## src/ifps_pkg.sv

```systemverilog
// Shared types and constants for the ignition/fuel phase scheduler.
`default_nettype none

package ifps_pkg;

  localparam int unsigned RPM_W      = 14;
  localparam int unsigned MASK_W     = 4;
  localparam int unsigned SLOTS      = 4;
  localparam int unsigned CFG_IDX_W  = 2;
  localparam int unsigned CFG_DATA_W = 8;
  localparam int unsigned ADV_W      = 5;
  localparam int unsigned DELAY_W    = 8;
  localparam int unsigned PULSE_W    = 18;

  localparam int unsigned QUEUE_DEPTH = 2;
  localparam int unsigned QUEUE_PTR_W = $clog2(QUEUE_DEPTH);
  localparam int unsigned QUEUE_CNT_W = $clog2(QUEUE_DEPTH + 1);

  // event kinds
  localparam logic [1:0] REQ_BTDC140 = 2'd0;
  localparam logic [1:0] REQ_BTDC10  = 2'd1;
  localparam logic [1:0] REQ_BTDC0   = 2'd2;

  // configuration register indexes
  localparam logic [CFG_IDX_W-1:0] CFG_ADVANCE_ENABLE = 2'd0;
  localparam logic [CFG_IDX_W-1:0] CFG_ADVANCE_DEG    = 2'd1;
  localparam logic [CFG_IDX_W-1:0] CFG_FUEL_PULSE_MS  = 2'd2;
  localparam logic [CFG_IDX_W-1:0] CFG_TRIM_ENABLE    = 2'd3;

  localparam logic [DELAY_W-1:0] DWELL_DEG = 8'd140;
  localparam logic [PULSE_W-1:0] US_PER_MS = 18'd1000;

  // cylinder masks, bit0 = cyl1
  localparam logic [MASK_W-1:0] CYL1 = 4'h1;
  localparam logic [MASK_W-1:0] CYL3 = 4'h4;

  // per-slot tables, element [0] is slot 0
  localparam logic [SLOTS-1:0][MASK_W-1:0] RESET_COIL = {4'hC, 4'h3, 4'hC, 4'h3};
  localparam logic [SLOTS-1:0][MASK_W-1:0] RESET_FUEL = {4'h8, 4'h2, 4'h4, 4'h1};
  localparam logic [SLOTS-1:0][MASK_W-1:0] SEQ_AT0    = {4'h8, 4'h2, 4'h4, 4'h1};
  localparam logic [SLOTS-1:0][MASK_W-1:0] SEQ_AT360  = {4'h4, 4'h1, 4'h8, 4'h2};

  // x/10 for 14-bit x: multiply by floor(2^14/10), then one correction step
  localparam int unsigned             DIV10_SHIFT = RPM_W;
  localparam logic [DIV10_SHIFT-1:0] DIV10_RECIP = DIV10_SHIFT'((1 << DIV10_SHIFT) / 10);
  localparam logic [RPM_W-1:0]       TEN         = 14'd10;

  typedef enum logic [2:0] {
    PH_AVG    = 3'd0,
    PH_DROP   = 3'd1,
    PH_HOLD   = 3'd2,
    PH_LOST   = 3'd3,
    PH_COMMIT = 3'd4,
    PH_DONE   = 3'd5
  } phase_e;

  typedef struct packed {
    logic [1:0]       req_type;
    logic [1:0]       slot;
    logic [RPM_W-1:0] rpm;
  } in_item_t;

  typedef struct packed {
    logic               coil_open;
    logic               coil_close_now;
    logic               coil_close_later;
    logic [DELAY_W-1:0] close_delay_deg;
    logic [MASK_W-1:0]  coil_mask;
    logic               injector_open;
    logic [MASK_W-1:0]  injector_mask;
    logic [PULSE_W-1:0] injector_pulse_us;
    logic [2:0]         phase_state;
  } out_item_t;

  // classified event as held in the queue
  typedef struct packed {
    logic             coil_open;
    logic             close_now;
    logic             close_later;
    logic             inj_open;
    logic             trim;
    logic [1:0]       slot;
    logic [RPM_W-1:0] rpm;
  } cls_t;

  typedef struct packed {
    logic [ADV_W-1:0] advance_deg;
    logic [7:0]       fuel_pulse_ms;
  } cfg_t;

endpackage

`default_nettype wire

```

## src/ifps_front.sv

```systemverilog
// Front end: configuration registers and event classification.
`default_nettype none

module ifps_front (
  input  logic                                  clk_i,
  input  logic                                  rst_ni,
  input  logic                                  cfg_we_i,
  input  logic [ifps_pkg::CFG_IDX_W-1:0]        cfg_idx_i,
  input  logic [ifps_pkg::CFG_DATA_W-1:0]       cfg_data_i,
  input  ifps_pkg::in_item_t                    in_item_i,
  output ifps_pkg::cls_t                        cls_o,
  output ifps_pkg::cfg_t                        cfg_o
);
  import ifps_pkg::*;

  logic             adv_en_q;
  logic [ADV_W-1:0] adv_deg_q;
  logic [7:0]       fuel_ms_q;
  logic             trim_en_q;
  logic             adv_zero;

  always_ff @(posedge clk_i or negedge rst_ni) begin
    if (!rst_ni) begin
      adv_en_q  <= 1'b0;
      adv_deg_q <= '0;
      fuel_ms_q <= '0;
      trim_en_q <= 1'b0;
    end else if (cfg_we_i) begin
      case (cfg_idx_i)
        CFG_ADVANCE_ENABLE: adv_en_q  <= cfg_data_i[0];
        CFG_ADVANCE_DEG:    adv_deg_q <= cfg_data_i[ADV_W-1:0];
        CFG_FUEL_PULSE_MS:  fuel_ms_q <= cfg_data_i[7:0];
        CFG_TRIM_ENABLE:    trim_en_q <= cfg_data_i[0];
        default: ;
      endcase
    end
  end

  assign adv_zero = (adv_deg_q == '0);

  always_comb begin
    cls_o             = '0;
    cls_o.slot        = in_item_i.slot;
    cls_o.rpm         = in_item_i.rpm;
    case (in_item_i.req_type)
      REQ_BTDC140: begin
        cls_o.coil_open   = 1'b1;
        cls_o.close_later = adv_en_q && !adv_zero;
      end
      REQ_BTDC10: begin
        cls_o.close_now = adv_en_q && adv_zero;
      end
      REQ_BTDC0: begin
        cls_o.close_now = 1'b1;
        cls_o.inj_open  = 1'b1;
        cls_o.trim      = (in_item_i.slot == 2'd0) && trim_en_q;
      end
      default: ;
    endcase
  end

  assign cfg_o.advance_deg   = adv_deg_q;
  assign cfg_o.fuel_pulse_ms = fuel_ms_q;

endmodule

`default_nettype wire

```

## src/ifps_fifo.sv

```systemverilog
// Short queue of classified events between front and back end.
`default_nettype none

module ifps_fifo (
  input  logic           clk_i,
  input  logic           rst_ni,
  input  logic           push_i,
  input  ifps_pkg::cls_t entry_i,
  output logic           full_o,
  input  logic           pop_i,
  output logic           valid_o,
  output ifps_pkg::cls_t entry_o
);
  import ifps_pkg::*;

  cls_t                   mem_q [QUEUE_DEPTH];
  logic [QUEUE_PTR_W-1:0] wr_ptr_q, rd_ptr_q;
  logic [QUEUE_CNT_W-1:0] cnt_q;

  always_ff @(posedge clk_i) begin
    if (push_i) begin
      mem_q[wr_ptr_q] <= entry_i;
    end
  end

  always_ff @(posedge clk_i or negedge rst_ni) begin
    if (!rst_ni) begin
      wr_ptr_q <= '0;
      rd_ptr_q <= '0;
      cnt_q    <= '0;
    end else begin
      if (push_i) wr_ptr_q <= wr_ptr_q + 1'b1;
      if (pop_i)  rd_ptr_q <= rd_ptr_q + 1'b1;
      if (push_i && !pop_i) begin
        cnt_q <= cnt_q + 1'b1;
      end else if (pop_i && !push_i) begin
        cnt_q <= cnt_q - 1'b1;
      end
    end
  end

  assign full_o  = (cnt_q == QUEUE_CNT_W'(QUEUE_DEPTH));
  assign valid_o = (cnt_q != '0);
  assign entry_o = mem_q[rd_ptr_q];

endmodule

`default_nettype wire

```

## src/ifps_minrpm.sv

```systemverilog
// Four-stage unit: average of the RPM sum, then min = avg - avg/10.
`default_nettype none

module ifps_minrpm #(
  parameter int unsigned AVG_SAMPLES = 16
) (
  input  logic                                            clk_i,
  input  logic                                            rst_ni,
  input  logic                                            start_i,
  input  logic [$clog2(AVG_SAMPLES)+ifps_pkg::RPM_W-1:0]  sum_i,
  output logic                                            busy_o,
  output logic [ifps_pkg::RPM_W-1:0]                      min_rpm_o
);
  import ifps_pkg::*;

  localparam int unsigned SUM_W = $clog2(AVG_SAMPLES) + RPM_W;
  // floor(2^SUM_W / N): quotient estimate is low by at most one
  localparam logic [SUM_W-1:0] RECIP_A = SUM_W'((64'd1 << SUM_W) / AVG_SAMPLES);
  localparam logic [SUM_W-1:0] N_SAMP  = SUM_W'(AVG_SAMPLES);

  logic [3:0]                 v_q;
  logic [SUM_W-1:0]           sum_q;
  logic [RPM_W-1:0]           q0_q, avg_q, q10_q, min_q;
  logic [2*SUM_W-1:0]         prod_a;
  logic [SUM_W-1:0]           rem_a;
  logic [RPM_W+DIV10_SHIFT-1:0] prod_10;
  logic [RPM_W-1:0]           rem_10;
  logic [RPM_W-1:0]           avg_d, q10_fix;

  assign prod_a  = (2*SUM_W)'(sum_q) * (2*SUM_W)'(RECIP_A);
  assign rem_a   = sum_q - (SUM_W'(q0_q) * N_SAMP);
  assign avg_d   = q0_q + RPM_W'(rem_a >= N_SAMP);
  assign prod_10 = (RPM_W+DIV10_SHIFT)'(avg_q) * (RPM_W+DIV10_SHIFT)'(DIV10_RECIP);
  assign rem_10  = avg_q - (q10_q * TEN);
  assign q10_fix = q10_q + RPM_W'(rem_10 >= TEN);

  always_ff @(posedge clk_i) begin
    if (start_i) sum_q <= sum_i;
    if (v_q[0])  q0_q  <= prod_a[SUM_W +: RPM_W];
    if (v_q[1])  avg_q <= avg_d;
    if (v_q[2])  q10_q <= prod_10[DIV10_SHIFT +: RPM_W];
  end

  always_ff @(posedge clk_i or negedge rst_ni) begin
    if (!rst_ni) begin
      v_q   <= '0;
      min_q <= '0;
    end else begin
      v_q <= {v_q[2:0], start_i};
      if (v_q[3]) min_q <= avg_q - q10_fix;
    end
  end

  assign busy_o    = |v_q;
  assign min_rpm_o = min_q;

endmodule

`default_nettype wire

```

## src/ifps_back.sv

```systemverilog
// Back end: slot tables, phase-discovery machine and result register.
`default_nettype none

module ifps_back #(
  parameter int unsigned AVG_SAMPLES = 16,
  parameter int unsigned HOLD_TURNS  = 10
) (
  input  logic                clk_i,
  input  logic                rst_ni,
  input  logic                head_valid_i,
  input  ifps_pkg::cls_t      head_i,
  output logic                pop_o,
  input  ifps_pkg::cfg_t      cfg_i,
  output logic                out_valid_o,
  input  logic                out_stall_i,
  output ifps_pkg::out_item_t out_item_o
);
  import ifps_pkg::*;

  localparam int unsigned SUM_W   = $clog2(AVG_SAMPLES) + RPM_W;
  localparam int unsigned CNT_MAX = (AVG_SAMPLES > HOLD_TURNS + 1) ? AVG_SAMPLES
                                                                   : HOLD_TURNS + 1;
  localparam int unsigned CNT_W   = $clog2(CNT_MAX + 1);

  logic [SLOTS-1:0][MASK_W-1:0] coil_q, coil_d, fuel_q, fuel_d;
  phase_e                       phase_q, phase_d;
  logic [CNT_W-1:0]             cnt_q, cnt_d, cnt_inc;
  logic [SUM_W-1:0]             sum_q, sum_d, sum_acc;
  logic                         avg_start, busy, step, rpm_low, avg_full, hold_ok;
  logic [RPM_W-1:0]             min_rpm;
  logic                         out_valid_q;
  out_item_t                    out_q, res;

  ifps_minrpm #(
    .AVG_SAMPLES(AVG_SAMPLES)
  ) u_minrpm (
    .clk_i    (clk_i),
    .rst_ni   (rst_ni),
    .start_i  (avg_start),
    .sum_i    (sum_acc),
    .busy_o   (busy),
    .min_rpm_o(min_rpm)
  );

  // hold the queue while the threshold is being computed
  assign pop_o    = head_valid_i && !busy && (!out_valid_q || !out_stall_i);
  assign step     = pop_o && head_i.trim;
  assign cnt_inc  = cnt_q + 1'b1;
  assign sum_acc  = sum_q + SUM_W'(head_i.rpm);
  assign rpm_low  = (head_i.rpm < min_rpm);
  assign avg_full = (cnt_inc >= CNT_W'(AVG_SAMPLES));
  assign hold_ok  = (cnt_inc > CNT_W'(HOLD_TURNS)) && !rpm_low;

  // next state
  always_comb begin
    phase_d = phase_q;
    if (step) begin
      case (phase_q)
        PH_AVG:    if (avg_full) phase_d = PH_DROP;
        PH_DROP:   phase_d = PH_HOLD;
        PH_HOLD: begin
          if (hold_ok) begin
            phase_d = PH_DONE;
          end else if (rpm_low) begin
            phase_d = PH_LOST;
          end
        end
        PH_LOST:   if (!rpm_low) phase_d = PH_COMMIT;
        PH_COMMIT: phase_d = PH_DONE;
        default:   phase_d = PH_DONE;
      endcase
    end
  end

  // table and counter updates
  always_comb begin
    coil_d    = coil_q;
    fuel_d    = fuel_q;
    cnt_d     = cnt_q;
    sum_d     = sum_q;
    avg_start = 1'b0;
    if (step) begin
      case (phase_q)
        PH_AVG: begin
          if (avg_full) begin
            cnt_d     = '0;
            sum_d     = '0;
            avg_start = 1'b1;
          end else begin
            cnt_d = cnt_inc;
            sum_d = sum_acc;
          end
        end
        PH_DROP: begin
          coil_d[0] = CYL1;
          coil_d[1] = CYL3;
        end
        PH_HOLD: begin
          cnt_d = cnt_inc;
          if (hold_ok) begin
            coil_d = SEQ_AT0;
            fuel_d = SEQ_AT0;
          end else if (rpm_low) begin
            coil_d[0] = RESET_COIL[0];
            coil_d[1] = RESET_COIL[1];
          end
        end
        PH_COMMIT: begin
          coil_d = SEQ_AT360;
          fuel_d = SEQ_AT360;
        end
        default: ;
      endcase
    end
  end

  // result uses the tables as they stood before this event's trim step
  always_comb begin
    res                   = '0;
    res.coil_open         = head_i.coil_open;
    res.coil_close_now    = head_i.close_now;
    res.coil_close_later  = head_i.close_later;
    res.injector_open     = head_i.inj_open;
    res.phase_state       = phase_d;
    if (head_i.coil_open || head_i.close_now) begin
      res.coil_mask = coil_q[head_i.slot];
    end
    if (head_i.close_later) begin
      res.close_delay_deg = DWELL_DEG - DELAY_W'(cfg_i.advance_deg);
    end
    if (head_i.inj_open) begin
      res.injector_mask     = fuel_q[head_i.slot];
      res.injector_pulse_us = PULSE_W'(cfg_i.fuel_pulse_ms) * US_PER_MS;
    end
  end

  always_ff @(posedge clk_i or negedge rst_ni) begin
    if (!rst_ni) begin
      coil_q      <= RESET_COIL;
      fuel_q      <= RESET_FUEL;
      phase_q     <= PH_AVG;
      cnt_q       <= '0;
      sum_q       <= '0;
      out_valid_q <= 1'b0;
    end else begin
      coil_q  <= coil_d;
      fuel_q  <= fuel_d;
      phase_q <= phase_d;
      cnt_q   <= cnt_d;
      sum_q   <= sum_d;
      if (pop_o) begin
        out_valid_q <= 1'b1;
      end else if (!out_stall_i) begin
        out_valid_q <= 1'b0;
      end
    end
  end

  always_ff @(posedge clk_i) begin
    if (pop_o) out_q <= res;
  end

  assign out_valid_o = out_valid_q;
  assign out_item_o  = out_q;

  a_no_pop_busy : assert property (@(posedge clk_i) disable iff (!rst_ni)
    busy |-> !pop_o)
    else $error("queue popped while threshold unit busy");

  a_hold_ready : assert property (@(posedge clk_i) disable iff (!rst_ni)
    (phase_q == PH_HOLD) |-> !busy)
    else $error("hold phase entered before threshold settled");

  a_done_sticky : assert property (@(posedge clk_i) disable iff (!rst_ni)
    (phase_q == PH_DONE) |=> (phase_q == PH_DONE) && $stable(coil_q) && $stable(fuel_q))
    else $error("tables or phase changed after commit");

  a_avg_count : assert property (@(posedge clk_i) disable iff (!rst_ni)
    (phase_q == PH_AVG) |-> (cnt_q < CNT_W'(AVG_SAMPLES)))
    else $error("sample count overran average length");

endmodule

`default_nettype wire

```

## src/ignition_fuel_phase_scheduler_unit.sv

```systemverilog
// Top level of the ignition/fuel phase scheduler.
// Usage:
//   Input channel in_valid_i/in_stall_o/in_item_i carries crank events
//   (kind, TDC slot, RPM). Output channel out_valid_o/out_stall_i/out_item_o
//   carries exactly one result per event, in order. A transfer happens on a
//   rising edge with valid high and stall low.
//   Configuration: cfg_we_i writes cfg_data_i into register cfg_idx_i
//   (0 advance_enable, 1 advance_deg, 2 fuel_pulse_ms, 3 trim_enable);
//   write only while no event is in flight.
//   Path: the event passes through the queue and its result is then
//   registered in the output register. Throughput is one event per cycle
//   while the receiver does not stall, set by the table lookup in the back
//   end; it also pauses after the event that completes the RPM average,
//   while the back end holds and the threshold unit computes
//   avg - avg/10. The 2-entry queue takes up to two events meanwhile, then
//   in_stall_o rises.
//   Reset restores the wasted-spark coil and sequential fuel tables,
//   clears the trim machine and all configuration registers. A stalled
//   receiver holds the result register; queue fills, then in_stall_o rises.
`default_nettype none

module ignition_fuel_phase_scheduler_unit #(
  parameter int unsigned AVG_SAMPLES = 16,
  parameter int unsigned HOLD_TURNS  = 10
) (
  input  logic                              clk_i,
  input  logic                              rst_ni,
  input  logic                              in_valid_i,
  output logic                              in_stall_o,
  input  ifps_pkg::in_item_t                in_item_i,
  output logic                              out_valid_o,
  input  logic                              out_stall_i,
  output ifps_pkg::out_item_t               out_item_o,
  input  logic                              cfg_we_i,
  input  logic [ifps_pkg::CFG_IDX_W-1:0]    cfg_idx_i,
  input  logic [ifps_pkg::CFG_DATA_W-1:0]   cfg_data_i
);
  import ifps_pkg::*;

  cls_t cls, head;
  cfg_t cfg;
  logic full, head_valid, pop, push;

  assign push       = in_valid_i && !full;
  assign in_stall_o = full;

  ifps_front u_front (
    .clk_i     (clk_i),
    .rst_ni    (rst_ni),
    .cfg_we_i  (cfg_we_i),
    .cfg_idx_i (cfg_idx_i),
    .cfg_data_i(cfg_data_i),
    .in_item_i (in_item_i),
    .cls_o     (cls),
    .cfg_o     (cfg)
  );

  ifps_fifo u_fifo (
    .clk_i  (clk_i),
    .rst_ni (rst_ni),
    .push_i (push),
    .entry_i(cls),
    .full_o (full),
    .pop_i  (pop),
    .valid_o(head_valid),
    .entry_o(head)
  );

  ifps_back #(
    .AVG_SAMPLES(AVG_SAMPLES),
    .HOLD_TURNS (HOLD_TURNS)
  ) u_back (
    .clk_i       (clk_i),
    .rst_ni      (rst_ni),
    .head_valid_i(head_valid),
    .head_i      (head),
    .pop_o       (pop),
    .cfg_i       (cfg),
    .out_valid_o (out_valid_o),
    .out_stall_i (out_stall_i),
    .out_item_o  (out_item_o)
  );

endmodule

`default_nettype wire

```

## config.mk

```make
export PLATFORM = sky130hd
export DESIGN_NAME = ignition_fuel_phase_scheduler_unit
export DESIGN_NICKNAME = d
export VERILOG_FILES = /design/src/ifps_pkg.sv /design/src/ifps_front.sv /design/src/ifps_fifo.sv /design/src/ifps_minrpm.sv /design/src/ifps_back.sv /design/src/ignition_fuel_phase_scheduler_unit.sv
export SDC_FILE = /design/constraint.sdc
export NUM_CORES = 1
export LEC_CHECK = 0
export ABC_CLOCK_PERIOD_IN_PS = 18240
export BUFFER_PORTS_ARGS = -buffer_cell sky130_fd_sc_hd__buf_2
export CAP_MARGIN = 40
export CORE_UTILIZATION = 25
export DETAILED_ROUTE_END_ITERATION = 6
export PLACE_DENSITY = 0.46
export SETUP_SLACK_MARGIN = 0.5
export SYNTH_ARGS = -nofsm -noshare
export SYNTH_HDL_FRONTEND = slang
export SYNTH_SLANG_ARGS = --single-unit
```

## constraint.sdc

```tcl
create_clock -name clk_i -period 18.24 [get_ports clk_i]
set_clock_uncertainty 0.2 [all_clocks]
set_input_delay 0.912 -clock clk_i [delete_from_list [all_inputs] [get_ports clk_i]]
set_output_delay 0.912 -clock clk_i [all_outputs]
set_load 0.1 [all_outputs]
```

# == Word level (Yosys, flattened, before mapping) ==
# Memory sizes are Yosys's and may differ from the RTL's.
# Index checks and enable logic that the tools add are counted.
# classes
mul,3
n_eq_ne,13
mux,33
n_lt_le_gt_ge,6
n_reduce_logical,39
addsub,12
# ops
operator,n
$pmux W16 S2,1
$mul A14 B10 Y24 const B,1
$mux W8,3
$pmux W8 S3,1
$add A18 B14 Y18,1
$ge A18 B5 Y1 const B,1
$mux W18,1
$sub A18 B18 Y18,1
$bmux W4 S2,2
$mux W16,1
$pmux W8 S2,1
$mul A8 B7 Y15 const B,1
$mux W3,5
$add A14 B1 Y14,1
$ge A14 B4 Y1 const B,1
$lt A14 B14 Y1,1
$sub A14 B12 Y14,1
$sub A14 B14 Y14,1
$mul A11 B3 Y13 const B,1
$add A11 B1 Y12,1
$pmux W3 S4,1
$reduce_and A2 Y1,6
$logic_and A1 B1 Y1,10
$pmux W5 S2,1
other kinds (29),61
# word_totals
reg_bits,194
mem_bits_rw,42
elab_cells,142
mem_count,1
inputBits,33
# mem_list
memory,depth,width,rd,rd_ports_with_merged_regs,wr,line_no,source
u_fifo.mem_q,2,21,1,0,1,ifps_fifo.sv:16,cls_t mem_q [QUEUE_DEPTH];

# == Logic depth before layout (Yosys ltp) ==
# Gate-level depths: netlist of the first run.
# logic_depth
word_depth,7
mapped_depth,31
depth_no_buf,31

# == Hierarchy ==
# A second synthesis of the first run with hierarchy kept.
# hier_totals
cells_unflattened,1404
area_unflattened_um2,15305.9
# by_module_without_submodules
mod,cells_per_inst,area_each_um2,n_inst
ifps_minrpm,739,7398.3,1
ifps_back,520,5385.2,1
ifps_fifo,81,1709.1,1
ifps_front,63,799.5,1
ignition_fuel_phase_scheduler_unit,1,13.8,1

# == Worst setup path before layout of the first run ==
# No wires, ideal clock.
# synth_path
path_type,register -> register
start,register u_back.u_minrpm.q10_q[3]
end,register u_back.u_minrpm.min_q[12] (netlist: u_back.u_minrpm.min_rpm_o[12])
path_slack_ps,11583
setup_ps,134
t_arrival_ps,6323
path_stages_with_launch,32
synth_period_minus_slack_ps,6657
required_ps,17906
path_buffers,0
cell_sequence,edfxtp_1 ha_1 ha_1 inv_1 fa_1 nor2b_1 o21ai_0 nand2b_1 a21o_1 a21o_1 xnor2_1 ha_1 a21o_1 nor3_1 a31oi_1 or4b_1 o21ai_1 a211oi_1 or4b_1 fa_1 inv_1 ha_1 or2_2 fa_1 nand2b_1 a21oi_1 o21ai_1 a21oi_1 o21ai_0 a31oi_1 xnor2_1 a21oi_1
# synth_via
elab_chain_len,5
# synth_lines
element,line_no,source
"start, declared",ifps_minrpm.sv:23,"logic [RPM_W-1:0] q0_q, avg_q, q10_q, min_q;"
"start signal, assigned",ifps_minrpm.sv:41,if (v_q[2]) q10_q <= prod_10[DIV10_SHIFT +: RPM_W];
$mul A11 B3 Y13,ifps_minrpm.sv:34,assign rem_10 = avg_q - (q10_q * TEN);
$sub A14 B14 Y14,ifps_minrpm.sv:34,
$ge A14 B4 Y1,ifps_minrpm.sv:35,assign q10_fix = q10_q + RPM_W'(rem_10 >= TEN);
$add A11 B1 Y12 (*),ifps_minrpm.sv:35,
$sub A14 B12 Y14 (*),ifps_minrpm.sv:50,if (v_q[3]) min_q <= avg_q - q10_fix;
"end signal, assigned",ifps_minrpm.sv:50,
"end, declared",ifps_minrpm.sv:23,
# Mark *: on every way between the ends. The rest lies on a longest branch, timed or not.
# A chain may end at the register's enable or synchronous reset.

# == Final worst setup path of the first run ==
# Same ends and word-level chain as after synthesis.

==> results.py, run 1 <==
metrics = {
    "route": {
        "first_pass_iters": 6,
        "wirelength_um": 32300,
        "vias_per_cell": 4.32,
        "drtIter0Drc": 360,
        "route.detailed.drc": 0,
        "wl_per_cell_um": 14.5,
        "ant_nets": 0,
        "vias": 9602,
    },
    "clocking": {
        "clock_path_buffers": 3,
        "path_clk_slew_ns": 0.06,
        "clock-sinks": 202,
        "cts_root_buf": "clkbuf_16",
        "cts.repair.resized": 0,
        "htree_levels": 1,
        "clock_latency_ns": 0.55,
        "cts_setup_buffers": 0,
        "cts_made_buffers": 25,
        "cts_tree": "yes",
    },
    "worst_setup_path": {
        "arrival_ns": 7.54,
        "endpoint_kind": "flip-flop",
        "startpoint_type": "flip-flop",
        "worstPathMaxFanout": 4,
        "slowest_delay_ns": 0.62,
        "critPathSlowestCell": "or4b_1",
        "path_class": "flip-flop to flip-flop",
        "required_ns": 18.42,
        "cpMostUsedCell": "ha_1",
    },
    "die": {
        "die_height_um": 244,
        "die-area_um2": 59700,
        "pin_count": 76,
        "die_w_um": 244,
        "num_rows": 88,
        "initial_core_util_pct": 25.4,
        "core_um2": 57900,
    },
    "synthesis": {
        "ys_seq_area_share_pct": 39.0,
        "synth_compound_area_share_pct": 10.5,
        "synth_top_family_by_area": "adder cells",
        "synthDistinctLibCells": 75,
        "syn-mean-instance-area_um2": 10.9,
        "synth_xor_xnor_area_share_pct": 5.01,
        "async_flop_share_pct": 34.2,
        "syn_inst": 1344,
        "synth_edf_count": 133,
        "yosysWarnings": 0,
        "syn-cell-area_um2": 14700,
        "synthAdderAreaFrac_pct": 27.1,
        "yosys.area_share.simple_pct": 9.60,
        "synth_top_flop_cell": "edfxtp_1",
        "ys_ff_latch": 202,
        "synth.mux.area_fraction_pct": 3.33,
    },
    "power_and_ir_drop": {
        "powerDensity_nw_per_um2": 160,
        "leakagePower_nw": 7.53,
        "ir_drop_uv": 164,
    },
    "final_layout": {
        "layout-drive-gt1-share_pct": 11.9,
        "fill_cells": 6090,
        "areaGrowthSynthToFinish_pct": 14.8,
        "nNetsFinal": 1752,
    },
    "global_route": {
        "track_usage_pct": 11.1,
        "first_global_vias": 9987,
        "grt_pass1_wl_um": 53400,
        "grt_max_degree": 58,
        "grt.overflow.total": 0,
        "antenna_found_initial": 8,
    },
    "timing": {
        "hold_viol": 0,
        "rsz0062_at_grt": "false",
        "relSlewSlack_pct": 48.5,
        "tightest_slew_ns": 0.773,
        "timing.hold.ws_ns": 0.257,
        "tns_ns": 0,
        "report.final.slew_viol_count": 0,
        "finalCritPeriodShare_pct": 40.4,
        "period_minus_slack_ns": 7.36,
        "clock.fmax_mhz": 136,
        "setup_viol": 0,
    },
    "worst_hold_path": {
        "hold_class": "flip-flop to flip-flop",
    },
    "placed_design": {
        "place.gp.congestion": 0.799,
        "dp_hpwl_um": 25400,
        "portBuffers": 72,
    },
    "status": {
        "status": "completed",
    },
    "flow_run": {
        "drv_cap": 0,
    },
}
## metrics by stage
step | total power [mW] | utilization [%] | setup WS [ns] | instance area (um^2) | cells
finish | 2.69 | 29.1 | 10.88 | 16900 | 2223
global route | 2.92 | 29.1 | 10.39 | 16900 | 2222
CTS | 2.74 | 29.1 | 10.84 | 16900 | 2222
detailed placement | 2.22 | 27.7 | 10.84 | 16000 | 2176
global placement | 2.22 | 27.6 | 10.95 | 16000 | 2173
floorplan | 1.92 | - | 11.58 | 14700 | 1346
## cells in the final DEF, fill, tap and decap left out, drive strengths merged, types with 5 or more instances in the layout
| cell | n |
|---|---|
| a211oi | 8 |
| a21boi | 7 |
| a21o | 20 |
| a21oi | 55 |
| a22o | 5 |
| a31oi | 8 |
| a41o | 5 |
| and2 | 12 |
| buf | 82 |
| clkbuf | 36 |
| clkinv | 6 |
| dfrtp | 65 |
| edfxtp | 133 |
| fa | 64 |
| ha | 216 |
| inv | 190 |
| mux2 | 31 |
| mux2i | 14 |
| nand2 | 65 |
| nand2b | 11 |
| nand3 | 21 |
| nand4 | 8 |
| nor2 | 103 |
| nor2b | 9 |
| nor3 | 28 |
| o2111ai | 5 |
| o211ai | 9 |
| o21a | 17 |
| o21ai | 57 |
| o31ai | 7 |
| or2 | 10 |
| or3 | 8 |
| xnor2 | 58 |
| xor2 | 26 |
## registers in the layout (all words and copies together), names as in the netlist, 2 cells and up
| signal | flops |
|---|---|
| u_fifo.mem_q | 42 |
| u_back.out_item_o | 38 |
| u_back.sum_q | 18 |
| u_back.u_minrpm.avg_q | 14 |
| u_back.u_minrpm.min_rpm_o | 14 |
| u_back.u_minrpm.q0_q | 14 |
| u_back.u_minrpm.sum_q | 14 |
| u_back.u_minrpm.q10_q | 11 |
| u_front.fuel_ms_q | 8 |
| u_back.cnt_q | 5 |
| u_front.adv_deg_q | 5 |
| u_back.u_minrpm.v_q | 4 |
| u_back.coil_q | 3 |
| u_back.phase_q | 3 |
| u_back.fuel_q | 2 |
| u_fifo.cnt_q | 2 |
## path summary, 6_finish.rpt
kind,start,end,slack (ns),depth (start not counted)
setup / recovery,u_back.u_minrpm.q10_q[3]$_DFFE_PP_,u_back.u_minrpm.min_rpm_o[12]$_DFFE_PN0P_,10.88,31
hold / removal,u_back.u_minrpm.sum_q[9]$_DFFE_PP_,u_back.u_minrpm.q0_q[5]$_DFFE_PP_,0.26,0
setup reg to reg,u_back.u_minrpm.q10_q[3]$_DFFE_PP_,u_back.u_minrpm.min_rpm_o[12]$_DFFE_PN0P_,10.88,31
hold reg to reg,u_back.u_minrpm.sum_q[9]$_DFFE_PP_,u_back.u_minrpm.q0_q[5]$_DFFE_PP_,0.26,0
max in group asynchronous,rst_ni,u_back.coil_q[1]$_DFFE_PN1P_,16.68,3
min in group asynchronous,rst_ni,u_back.fuel_q[14]$_DFFE_PN0P_,0.56,2
## area by class of cell
cell class,count,area [um^2],share of cell area [%]
inverters,189,709,4.21
clock buffers,36,727,4.31
multi-input cells,938,8170,48.5
repair buffers,83,475,2.82
diodes,1,2.50,0.0148
well taps,765,957,5.68
clock inverters,9,90.1,0.534
flip-flops and latches,202,5730,34.0
## Yosys cell counts, drive strengths merged, types with 8 or more instances
cell | count | area, um^2
a211oi | 8 | 60.1
a21o | 20 | 150
a21oi | 55 | 275
a31oi | 8 | 50.1
and2 | 12 | 75.1
buf | 9 | 58.8
clkbuf | 8 | 30.0
dfrtp | 65 | 1630
edfxtp | 133 | 3990
fa | 64 | 1280
ha | 216 | 2700
inv | 189 | 709
mux2 | 31 | 349
mux2i | 14 | 140
nand2 | 65 | 244
nand2b | 11 | 68.8
nand3 | 21 | 105
nand4 | 8 | 50.1
nor2 | 103 | 397
nor2b | 9 | 56.3
nor3 | 28 | 140
o211ai | 9 | 72.6
o21a | 17 | 128
o21ai | 57 | 285
or2 | 10 | 62.6
or3 | 8 | 50.1
xnor2 | 58 | 508
xor2 | 26 | 228
## cells by family (layout without fill, tap and decap cells)
| family | Yosys count | after routing |
|---|---|---|
| AND/OR/NAND/NOR | 294 | 294 |
| adder cells (fa/ha/maj) | 280 | 280 |
| AO/OA/AOI/OAI | 232 | 232 |
| buffers and inverters | 206 | 317 |
| flip-flops | 202 | 202 |
| XOR/XNOR | 84 | 84 |
| multiplexers | 45 | 45 |
| other | 1 | 4 |
## metal layers
metal  track usage [%]  vias to the layer above  share of wire, %
met2              18.5                      129                46
met5                 0                        -              0.20
met1              14.8                     4525                48
met3              2.25                       47               4.1
li1                  -                     4889                 -
met4              2.44                       12               1.8
## power by group
group	switching, mW	internal [mW]
Combinational	0.960	0.507
Sequential	0.0746	0.660
Clock	0.198	0.292
## worst max-delay path: cells and delay by family, from the launching register on
kind                       cells  cell delay (ns)
xor gates and xnor gates       2             0.27
DFF                            1             0.45
AOI/OAI and AO/OA             13             2.07
adders and majority gates      7             2.24
buffers and inverters          2             0.14
and+or+nand+nor                7             1.87
## repair_timing
item                                    CTS  global route
hold buffers                              1             0
endpoints found under the setup margin    0             0
endpoints found under the hold margin     6             0
Power figures use the tool's default switching activity.
==> inputs of run 2 (changes only) <==
- ABC_AREA: not set -> 1
- ABC_CLOCK_PERIOD_IN_PS: 18240 -> 7100
- clock period: 18.24 -> 7.1 ns (I/O delays scaled with it)
==> run 2 against run 1 <==
Effect of this change: sequential share of layout area is 2.6 points lower; count of clock-buffer cells in the layout fell by 2; via count up 20%; register-to-register slack got worse by 9.9 ns; flip-flop and latch count stayed put; hold slack lost 0.24 ns; die area grew 6.1%; setup slack worse by 9.9 ns; first-iteration DRC count increased by 43%; combinational power increased by 89%; non-clock buffer count rose by 28; critical endpoint is now u_back.u_minrpm.min_rpm_o[10]$_DFFE_PN0P_; largest power group unchanged.
==> results.py, run 2 <==
metrics = {
    "status": {
        "status": "completed",
    },
    "global_route": {
        "grt_pass1_wl_um": 64400,
        "grt.overflow.total": 0,
        "grt_max_degree": 54,
        "antenna_found_initial": 2,
        "first_global_vias": 12100,
        "track_usage_pct": 12.8,
    },
    "placed_design": {
        "place_area_um2": 17000,
        "dp_hpwl_um": 31600,
        "portBuffers": 72,
        "dp_slack_ns": 0.732,
        "placed_cells": 2595,
        "place.gp.congestion": 0.826,
    },
    "synthesis": {
        "yosys.area.top_type": "edfxtp_1",
        "syn_inst": 1690,
        "async_flop_share_pct": 34.2,
        "syn-mean-instance-area_um2": 9.22,
        "yosys.area.top_type_share_pct": 25.6,
        "ys_seq_area_share_pct": 36.8,
        "synth_top_flop_cell": "edfxtp_1",
        "yosysWarnings": 0,
        "yosysMostFrequentCell": "nand2_1",
        "ys_ff_latch": 202,
        "synthTopCellsByCount": "nand2_1, inv_1, ha_1, edfxtp_1, nor2_1",
        "synth_edf_count": 133,
        "netlist_top_cells_area": "edfxtp_1, ha_1, dfrtp_1, fa_1, nand2_1",
        "synthDistinctLibCells": 59,
        "syn-cell-area_um2": 15600,
    },
    "final_layout": {
        "layout.cells.non_filler": 2676,
        "largest_reg_flops": 42,
        "areaGrowthSynthToFinish_pct": 17.0,
        "mostFrequentLayoutCell": "nand2_1",
        "layout-drive-gt1-share_pct": 9.53,
        "regMostFlops": "u_fifo.mem_q",
        "fin_area_um2": 18200,
        "final_cell_mix": "nand2_1, inv_1, ha_1",
        "nNetsFinal": 2130,
    },
    "timing": {
        "report.final.slew_viol_count": 0,
        "tightest_slew_ns": 0.769,
        "setup_viol": 0,
        "tns_ns": 0,
        "relSlewSlack_pct": 48.8,
        "period_minus_slack_ns": 6.10,
        "fin_ws_ns": 0.996,
        "hold_viol": 0,
        "finalCritPeriodShare_pct": 86.0,
        "rsz0062_at_grt": "false",
        "clock.fmax_mhz": 164,
    },
    "route": {
        "route.detailed.drc": 0,
        "wl_per_cell_um": 14.9,
        "vias": 11500,
        "drtIter0Drc": 516,
        "vias_per_cell": 4.31,
        "wirelength_um": 39800,
        "first_pass_iters": 5,
        "ant_nets": 0,
    },
    "worst_setup_path": {
        "worstPathMaxFanout": 4,
        "arrival_ns": 6.30,
        "startpoint_type": "flip-flop",
        "critPathSlowestCell": "fa_1",
        "endpoint_kind": "flip-flop",
        "path_class": "flip-flop to flip-flop",
        "cpMostUsedCell": "nand2_1",
        "slowest_delay_ns": 0.64,
        "required_ns": 7.30,
    },
    "die": {
        "num_rows": 91,
        "die-area_um2": 63300,
        "pin_count": 76,
        "die_height_um": 252,
        "die_w_um": 252,
        "core_um2": 61600,
        "initial_core_util_pct": 25.3,
    },
    "clocking": {
        "clock_path_buffers": 3,
        "path_clk_slew_ns": 0.06,
        "htree_levels": 1,
        "clock-sinks": 202,
        "cts_root_buf": "clkbuf_16",
        "cts_made_buffers": 26,
        "cts_tree": "yes",
        "clock_latency_ns": 0.54,
    },
    "power_and_ir_drop": {
        "finalPower_mw": 5.84,
        "powerDensity_nw_per_um2": 321,
        "ir_drop_uv": 440,
        "leakagePower_nw": 8.63,
    },
    "worst_hold_path": {
        "hold_class": "primary input to async pin",
    },
    "flow_run": {
        "drv_cap": 0,
    },
}
## run 2: cell count changes in the layout (fill, tap and decap cells not counted), sizes merged, moves of 30 or more
| cell | previous run | this run |
|---|---|---|
| a21oi | 55 | 91 |
| mux2 | 31 | 1 |
| inv | 190 | 294 |
| xnor2 | 58 | 22 |
| nand2 | 65 | 322 |
| o21ai | 57 | 88 |
| nand3 | 21 | 89 |
## run 2: critical path: cells and delay by family (launching register included)
kind                     cells  cell delay, ns
flip-flops                   1            0.40
adder cells (fa/ha/maj)      7            2.43
XOR/XNOR                     2            0.22
buffers and inverters        6            0.37
AND/OR/NAND/NOR             16            1.48
AO/OA/AOI/OAI                6            0.86
## run 2: what timing repair did
| action | in CTS | in global routing |
|---|---|---|
| endpoints found under the hold margin | 65 | 0 |
| endpoints found under the setup margin | 0 | 3 |
| setup buffers | 0 | 2 |
| resized for setup | 0 | 5 |
| hold buffers | 29 | 0 |
## run 2: logic make-up after synthesis
kind of cell	synth area share, %
buffers and inverters	7.57
AND/OR/NAND/NOR	16.4
multiplexers	0.0723
adder cells (fa/ha/maj)	25.6
AO/OA/AOI/OAI	9.33
other	0.0241
XOR/XNOR	4.32
flip-flops	36.8
## run 2: cell type report
class,count,area (um^2)
Antenna cell,2,5.00
Clock buffer,34,681
Clock inverter,14,231
Fill cell,6474,43400
Inverter,293,1100
Multi-Input combinational cell,1183,8700
Sequential cell,202,5730
Tap cell,837,1050
Timing Repair Buffer,111,736
## run 2: power breakdown
group          internal [mW]  switching, mW
logic                  0.750           2.03
clock network          0.894          0.524
registers               1.55         0.0908
total                   3.19           2.65
## run 2: per-stage QoR
step | util (%) | hold slack [ns]
after floorplan | - | -0.141
after global placement | 27.6 | 0.0583
after detailed placement | 27.6 | 0.0572
after CTS | 29.5 | 0.00628
after global routing | 29.6 | 0.0254
final | 29.6 | 0.0199
## run 2: final timing paths
path | depth (start not counted) | to | slack (ns) | startpoint
worst max-delay path | 37 | u_back.u_minrpm.min_rpm_o[10]$_DFFE_PN0P_ | 1.0 | u_back.u_minrpm.q10_q[3]$_DFFE_PP_
worst min-delay path | 2 | u_back.fuel_q[14]$_DFFE_PN0P_ | 0.02 | rst_ni
worst max register to register | 37 | u_back.u_minrpm.min_rpm_o[10]$_DFFE_PN0P_ | 1.0 | u_back.u_minrpm.q10_q[3]$_DFFE_PP_
worst min register to register | 0 | u_back.u_minrpm.q0_q[12]$_DFFE_PP_ | 0.26 | u_back.u_minrpm.sum_q[16]$_DFFE_PP_
max in group asynchronous | 3 | u_back.u_minrpm.v_q[1]$_DFF_PN0_ | 5.61 | rst_ni
min in group clk_i | 2 | u_fifo.mem_q[0][17]$_DFFE_PP_ | 0.08 | in_item_i[17]
## run 2: metal layers
layer / vias to the layer above / global-route usage [%] / share of wire [%]
met3: 45 / 1.82 / 3.2
li1: 5876 / - / -
met1: 5436 / 16.4 / 47
met2: 179 / 22.3 / 48
met4: 0 / 3.24 / 2.2
met5: - / 0 / 0
